$ cat config.mk
export PLATFORM = sky130hd
export DESIGN_NAME = hdtb_ctrl
export DESIGN_NICKNAME = d
export VERILOG_FILES = /design/src/rtl/hash_displace_table_builder_unit_assert.svh /design/src/rtl/hdtb_pkg.sv /design/src/rtl/hdtb_ctrl.sv
export SDC_FILE = /design/constraint.sdc
export NUM_CORES = 1
export LEC_CHECK = 0
export BUFFER_PORTS_ARGS = -buffer_cell sky130_fd_sc_hd__buf_4
export CORE_UTILIZATION = 44
export CTS_CLUSTER_DIAMETER = 40
export DETAILED_ROUTE_END_ITERATION = 8
export PLACE_DENSITY = 0.76
export SLEW_MARGIN = 10
export SYNTH_ARGS = -nofsm -noshare
export SYNTH_HDL_FRONTEND = slang
export SYNTH_SLANG_ARGS = --single-unit
$ cat constraint.sdc
create_clock -name clk -period 1.5 [get_ports clk]
set_input_delay 0.3 -clock clk [delete_from_list [all_inputs] [get_ports clk]]
set_output_delay 0.3 -clock clk [all_outputs]
set_load 0.005 [all_outputs]
$ cat src/rtl/hash_displace_table_builder_unit_assert.svh
// assertion helpers used by hdtb_dp
`ifndef HASH_DISPLACE_TABLE_BUILDER_UNIT_ASSERT_SVH
`define HASH_DISPLACE_TABLE_BUILDER_UNIT_ASSERT_SVH

// same-cycle implication
`define HDTB_ASSERT_IMP(label, clk, rst_n, ante, cons, msg) \
	label: assert property (@(posedge clk) disable iff (!rst_n) (ante) |-> (cons)) else $error(msg);

// next-cycle implication
`define HDTB_ASSERT_NXT(label, clk, rst_n, ante, cons, msg) \
	label: assert property (@(posedge clk) disable iff (!rst_n) (ante) |=> (cons)) else $error(msg);

`endif

$ cat src/rtl/hdtb_pkg.sv
`timescale 1ns / 1ps
// ----------------------------------------------------------------------------
// hdtb_pkg
// shared types and constants of the hash and displace table builder
// ----------------------------------------------------------------------------
package hdtb_pkg;

	localparam int HASH_W     = 32;
	localparam int PORT_W     = 16;
	localparam int IDX_W      = 12;
	localparam int DISP_W     = 11;
	localparam int LOG2_W     = 4;
	localparam int CFG_IDX_W  = 2;
	localparam int HASH_SHIFT = 10;
	localparam int PROD_SHIFT = 8;

	localparam logic [CFG_IDX_W-1:0] REG_SLOT_LOG2   = 2'd0;
	localparam logic [CFG_IDX_W-1:0] REG_BUCKET_LOG2 = 2'd1;
	localparam logic [CFG_IDX_W-1:0] REG_DISP_LIMIT  = 2'd2;

	typedef enum logic [1:0] {
		CMD_LOAD      = 2'd0,
		CMD_BUILD     = 2'd1,
		CMD_READ_DISP = 2'd2,
		CMD_READ_BKT  = 2'd3
	} command_t;

	typedef enum logic [2:0] {
		STAT_LOADED     = 3'd0,
		STAT_FULL       = 3'd1,
		STAT_BUILD_OK   = 3'd2,
		STAT_BUILD_FAIL = 3'd3,
		STAT_READ       = 3'd4
	} status_t;

	typedef enum logic [4:0] {
		S_RST_CLR, S_IDLE, S_RD, S_CLR,
		S_CNT_A, S_CNT_B, S_CNT_C,
		S_PRE_A, S_PRE_B,
		S_SCT_A, S_SCT_B, S_SCT_C,
		S_SCAN, S_SCAN_END, S_PICK,
		S_PL_ST, S_PL_D,
		S_P_J, S_P_M, S_P_B, S_P_C,
		S_RB_A, S_RB_B,
		S_OK, S_FAIL
	} fsm_state_t;

	// controller to datapath
	typedef struct packed {
		logic load;
		logic rd_issue;
		logic rd_res;
		logic clr_start;
		logic clr;
		logic cnt_c;
		logic pre_a;
		logic pre_b;
		logic sct_c;
		logic scan_init;
		logic scan;
		logic pl_d;
		logic place_ok;
		logic p_m;
		logic p_b;
		logic p_c;
		logic rb_a;
		logic rb_b;
		logic res_ok;
		logic res_fail;
	} cmd_t;

	// datapath to controller
	typedef struct packed {
		logic out_free;
		logic clr_last;
		logic items_done;
		logic slot_last;
		logic best_zero;
		logic lim_small;
		logic j_done;
		logic p_hit;
		logic logged_zero;
		logic d_last;
	} stat_t;

endpackage

$ cat src/rtl/hdtb_ctrl.sv
`timescale 1ns / 1ps
// ----------------------------------------------------------------------------
// hdtb_ctrl
// sequencer for load, read and the table build passes
// ----------------------------------------------------------------------------
module hdtb_ctrl import hdtb_pkg::*; (
	input  logic       clk,
	input  logic       arst_n,
	input  logic       req_valid,
	input  logic [1:0] req_command,
	input  stat_t      stat,
	output logic       req_ready,
	output cmd_t       cmd
);

	fsm_state_t state_q, state_nx;
	logic       acc;

	assign req_ready = (state_q == S_IDLE) && stat.out_free;
	assign acc       = req_valid && req_ready;

	always_ff @(posedge clk or negedge arst_n) begin
		if (!arst_n) begin
			state_q <= S_RST_CLR;
		end else begin
			state_q <= state_nx;
		end
	end

	always_comb begin
		state_nx = state_q;
		case (state_q)
			S_RST_CLR: if (stat.clr_last) state_nx = S_IDLE;
			S_IDLE: begin
				if (acc) begin
					case (command_t'(req_command))
						CMD_LOAD:  state_nx = S_IDLE;
						CMD_BUILD: state_nx = S_CLR;
						default:   state_nx = S_RD;
					endcase
				end
			end
			S_RD:     state_nx = S_IDLE;
			S_CLR:    if (stat.clr_last) state_nx = S_CNT_A;
			S_CNT_A:  state_nx = stat.items_done ? S_PRE_A : S_CNT_B;
			S_CNT_B:  state_nx = S_CNT_C;
			S_CNT_C:  state_nx = S_CNT_A;
			S_PRE_A:  state_nx = S_PRE_B;
			S_PRE_B:  state_nx = stat.slot_last ? S_SCT_A : S_PRE_A;
			S_SCT_A:  state_nx = stat.items_done ? S_SCAN : S_SCT_B;
			S_SCT_B:  state_nx = S_SCT_C;
			S_SCT_C:  state_nx = S_SCT_A;
			S_SCAN:   if (stat.slot_last) state_nx = S_SCAN_END;
			S_SCAN_END: state_nx = S_PICK;
			S_PICK:   state_nx = stat.best_zero ? S_OK : S_PL_ST;
			S_PL_ST:  state_nx = S_PL_D;
			S_PL_D:   state_nx = stat.lim_small ? S_FAIL : S_P_J;
			S_P_J:    state_nx = stat.j_done ? S_SCAN : S_P_M;
			S_P_M:    state_nx = S_P_B;
			S_P_B:    state_nx = S_P_C;
			S_P_C:    state_nx = stat.p_hit ? S_P_J : S_RB_A;
			S_RB_A: begin
				if (!stat.logged_zero) begin
					state_nx = S_RB_B;
				end else begin
					state_nx = stat.d_last ? S_FAIL : S_P_J;
				end
			end
			S_RB_B:   state_nx = S_RB_A;
			S_OK:     state_nx = S_IDLE;
			S_FAIL:   state_nx = S_IDLE;
			default:  state_nx = S_IDLE;
		endcase
	end

	always_comb begin
		cmd = '0;
		case (state_q)
			S_RST_CLR: cmd.clr = 1'b1;
			S_IDLE: begin
				if (acc) begin
					case (command_t'(req_command))
						CMD_LOAD:  cmd.load = 1'b1;
						CMD_BUILD: cmd.clr_start = 1'b1;
						default:   cmd.rd_issue = 1'b1;
					endcase
				end
			end
			S_RD:     cmd.rd_res = 1'b1;
			S_CLR:    cmd.clr = 1'b1;
			S_CNT_C:  cmd.cnt_c = 1'b1;
			S_PRE_A:  cmd.pre_a = 1'b1;
			S_PRE_B:  cmd.pre_b = 1'b1;
			S_SCT_A:  cmd.scan_init = stat.items_done;
			S_SCT_C:  cmd.sct_c = 1'b1;
			S_SCAN:   cmd.scan = 1'b1;
			S_PL_D:   cmd.pl_d = 1'b1;
			S_P_J:    cmd.place_ok = stat.j_done;
			S_P_M:    cmd.p_m = 1'b1;
			S_P_B:    cmd.p_b = 1'b1;
			S_P_C:    cmd.p_c = 1'b1;
			S_RB_A:   cmd.rb_a = 1'b1;
			S_RB_B:   cmd.rb_b = 1'b1;
			S_OK:     cmd.res_ok = 1'b1;
			S_FAIL:   cmd.res_fail = 1'b1;
			default:  cmd = '0;
		endcase
	end

endmodule

### Yosys cells after proc, flatten, opt, wreduce, memory -nomap -nowiden

Index checks and enable logic that the tools add are counted.

| word-level totals | value |
|---|---|
| output and inout bits | 21 |
| word-level logic and storage cells | 76 |
| register bits | 5 |

| cells by class | value |
|---|---|
| equality and inequality tests | 29 |
| multiplexer cells | 39 |
| reduce and logical (&&, ||, !) cells | 7 |

Operators by type and width:

| operator | count |
|---|---|
| case mux 5 bit (22 select lines) | 1 |
| equality test 5 bit, second input constant | 9 |
| equality test 5 x 4 -> 1 bit, second input constant | 8 |
| two-way mux 5 bit | 6 |
| two-way mux 1 bit | 22 |
| equality test 5 x 3 -> 1 bit, second input constant | 4 |
| two-way mux 4 bit | 4 |
| equality test 5 x 2 -> 1 bit, second input constant | 2 |
| inequality test 2 bit, second input constant | 4 |
| two-way mux 2 bit | 3 |
| two-way mux 3 bit | 2 |
| equality test 5 x 1 -> 1 bit, second input constant | 1 |
| logical NOT 5 bit | 1 |
| case mux 2 bit (2 select lines) | 1 |
| AND reduction 4 bit | 1 |
| OR reduction 2 bit | 2 |
| equality test 2 x 1 -> 1 bit, second input constant | 1 |
| logical AND 1 bit | 2 |
| logical NOT 2 bit | 1 |

### Depth between registers and ports, before layout

| depth | value |
|---|---|
| depth after elaboration | 5 |
| depth in mapped cells | 7 |

### Least setup slack after synthesis

No wires, ideal clock.

| timing | value |
|---|---|
| kind | register to output |
| start point | reg state_q[4] |
| end point | out cmd[16] in the netlist's numbering |
| path buffers | 1 |
| data arrival time | 1.338 ns |
| stages on the path, launching flop included | 6 |
| setup slack | -0.138 ns |
| cells stage by stage | dfrtp_1 -> buf_6 -> or3_4 -> nor3_4 -> nand2_1 -> nor3b_2 |

RTL lines:

| what | line | text |
|---|---|---|
| start: declaration | hdtb_ctrl.sv:16 | `fsm_state_t state_q, state_nx;` |
| start signal: assignment | hdtb_ctrl.sv:26 | `state_q <= state_nx;` |
| end: declaration | hdtb_ctrl.sv:13 | `output cmd_t cmd` |

==> metrics.csv <==
metric,value,unit
Max Fclk,506.5,MHz
grt met3 use,4.088,%
pin count of the biggest net entering global routing,15,
max FFs per register,5,
Worst EP arrival,1670,ps
"commonest non-fill, non-tap cell in the layout",buf_4,
final hold vios,0,
setup TNS,-7984,ps
outcome,"finished, violations left",
largest registers,state_q: 5 flops,
Synth async-reset ratio,100.0,%
WL final,5.209,mm
R2R cell count,7,
nets@finish,215,
synthesized cell area,945.9,sq um
fin. max-slew vios,0,
RSZ-0062 raised after global routing,true,
reg2reg start,state_q[3],
cells after synthesis,123,
GP Congestion,0.8817,
antenna-violating nets left,0,
leakage power,0.8909,nW
slack of the critical path,-474.5,ps
Die ar.,2339,sq um
Die X-Extent,48.37,um
DRC Markers,0,
failing checks,setup timing,
First-pass DRT Iterations,5,
CTS max path bufs,2,
global routing met2 resource utilization,59.39,%
"Max FO, Critical Path",3,
# rows,16,
Pwr Total,2.686,mW
worst hold path class,in2async,
routed len/inst,23.05,um
met1 Usage GRT,42.41,%
grt total ovfl,0,
Crit Path Category,reg2out,
dominant synthesized flop cell,dfrtp_1,
worst skew pair latency,260,ps
Final setup viols,26,
H-tree depth,1,
Reg2Reg Setup Slack,-350,ps
IO Pins,36,
CP endpoint,cmd[19],
Detailed Route Iter0 Violations,80,
Initial Utilization,47.73,%
initial antenna violation count,0,
post-DP HPWL,2.441,mm
"Reg clk slew, reported paths",70,ps
WP data required,1200,ps
CTS tree,built,
RR Endpoint,state_q[3],
vias in the first global route,1298,
CTS Root Cell,clkbuf_4,
"non-filler cells, final",226,
synth-to-layout area growth,98.02,%
global route hottest layer,met2,
Yosys cell types,54,
Hold Worst Slack,400.0,ps
syn nets,138,
Synth Register Bits,5,
Die Span Y,48.37,um
"Avg Cell Area, Syn",7.690,sq um
"EDFF count, synth",0,
most frequent cells in the layout,"54 x buf_4, 25 x buf_6, 6 x nor2_2, 6 x nor3_1, 6 x nand2_1",
final clock skew,14.91,ps
"IR drop worst, VDD",0.001181,V
total number of vias,1505,
routed vias/inst,6.659,
final antenna diode count,0,
Finished Core Util,94.51,%
IO buf count,35,
fin crit period,1974,ps
# fillers,58,
gr usage total,34.77,%
Setup crit end kind,output pin,
Sinks on Clock Net,5,
Slew @ Worst Pin,400.2,ps
max-cap check violation count,0,
Worst Setup Start Kind,flip-flop,
placed cells,200,
PD cells,1434,nW/um^2
Core ar.,1982,sq um
layout cells sized above 1,64.82,%
final worst-path cycle share,131.6,%
Worst Setup SP,state_q[3],
Largest Register,state_q,
register area share after synthesis,13.23,%
first-pass GRT wire length,6.223,mm
max_slew headroom,73.09,%
total CTS buffers,3,
Synth Warn #,0,
[synthesized netlist by cell type, types with 3 or more instances]
cell | number | area, sq um
a21oi_1 | 7 | 35.03
a32oi_1 | 3 | 26.28
buf_2 | 4 | 20.02
buf_6 | 7 | 78.83
dfrtp_1 | 5 | 125.1
inv_1 | 4 | 15.01
nand2_1 | 8 | 30.03
nand2b_1 | 7 | 43.79
nor2_1 | 12 | 45.04
nor3_1 | 12 | 60.06
nor4bb_1 | 4 | 40.04
[per-layer routing]
layer,up-vias,routed length (um)
li1,615,-
met1,695,1825
met2,147,2470
met3,48,544
met4,0,369
met5,-,0
[cell families (layout without fill, tap and decap cells)]
group	Yosys count	in the layout	synth area share, %
compound gates	30	30	23.68
flops	5	5	13.23
xor+xnor	1	1	0.9261
buf+inv	18	94	13.62
simple gates	69	69	48.55
[critical path: stages, from the launching register on]
cell and delay [ps]:
dfrtp_1 410, or3_4 430, nor3_4 150, nand2_2 80, nor3_1 190, buf_4 160
[per-stage QoR]
step                      area [sq um]  setup slack, ps
after CTS                         1630           -395.8
after floorplan                  945.9           -136.8
final                             1873           -474.5
after global routing              1873           -482.8
after global placement            1355           -115.6
after detailed placement          1355           -124.4
[final cells by class]
type | count | area (sq um) | share of cell area (%)
multi-input combinational | 100 | 880.8 | 47.03
timing repair buffer | 85 | 787.0 | 42.02
sequential | 5 | 126.4 | 6.747
tap | 27 | 33.78 | 1.804
clock buffer | 4 | 26.28 | 1.403
inverter | 5 | 18.77 | 1.002
[worst min path at each step]
stage / cells past startpoint / to / slack, ps / start
floorplan: 0 / state_q[0] / 4 / arst_n
global placement: 1 / state_q[1] / 100 / arst_n
detailed placement: 1 / state_q[1] / 110 / arst_n
CTS: 2 / state_q[1] / 380 / arst_n
global route: 2 / state_q[1] / 410 / arst_n
finish: 2 / state_q[1] / 400 / arst_n
[timing repair]
item,CTS,global route
setup buffers,11,12
hold buffers,1,0
resized for setup,40,36
endpoints found under the setup margin,25,25
pin swaps,19,18
gates cloned,0,0
hold endpoints to repair,5,0
[where the power goes]
part	switching, mW	internal [mW]	total [mW]
Clock	0.0797	0.102	0.182
Sequential	0.0391	0.174	0.213
Combinational	1.10	1.19	2.29
(Power assumes the default switching activity.)
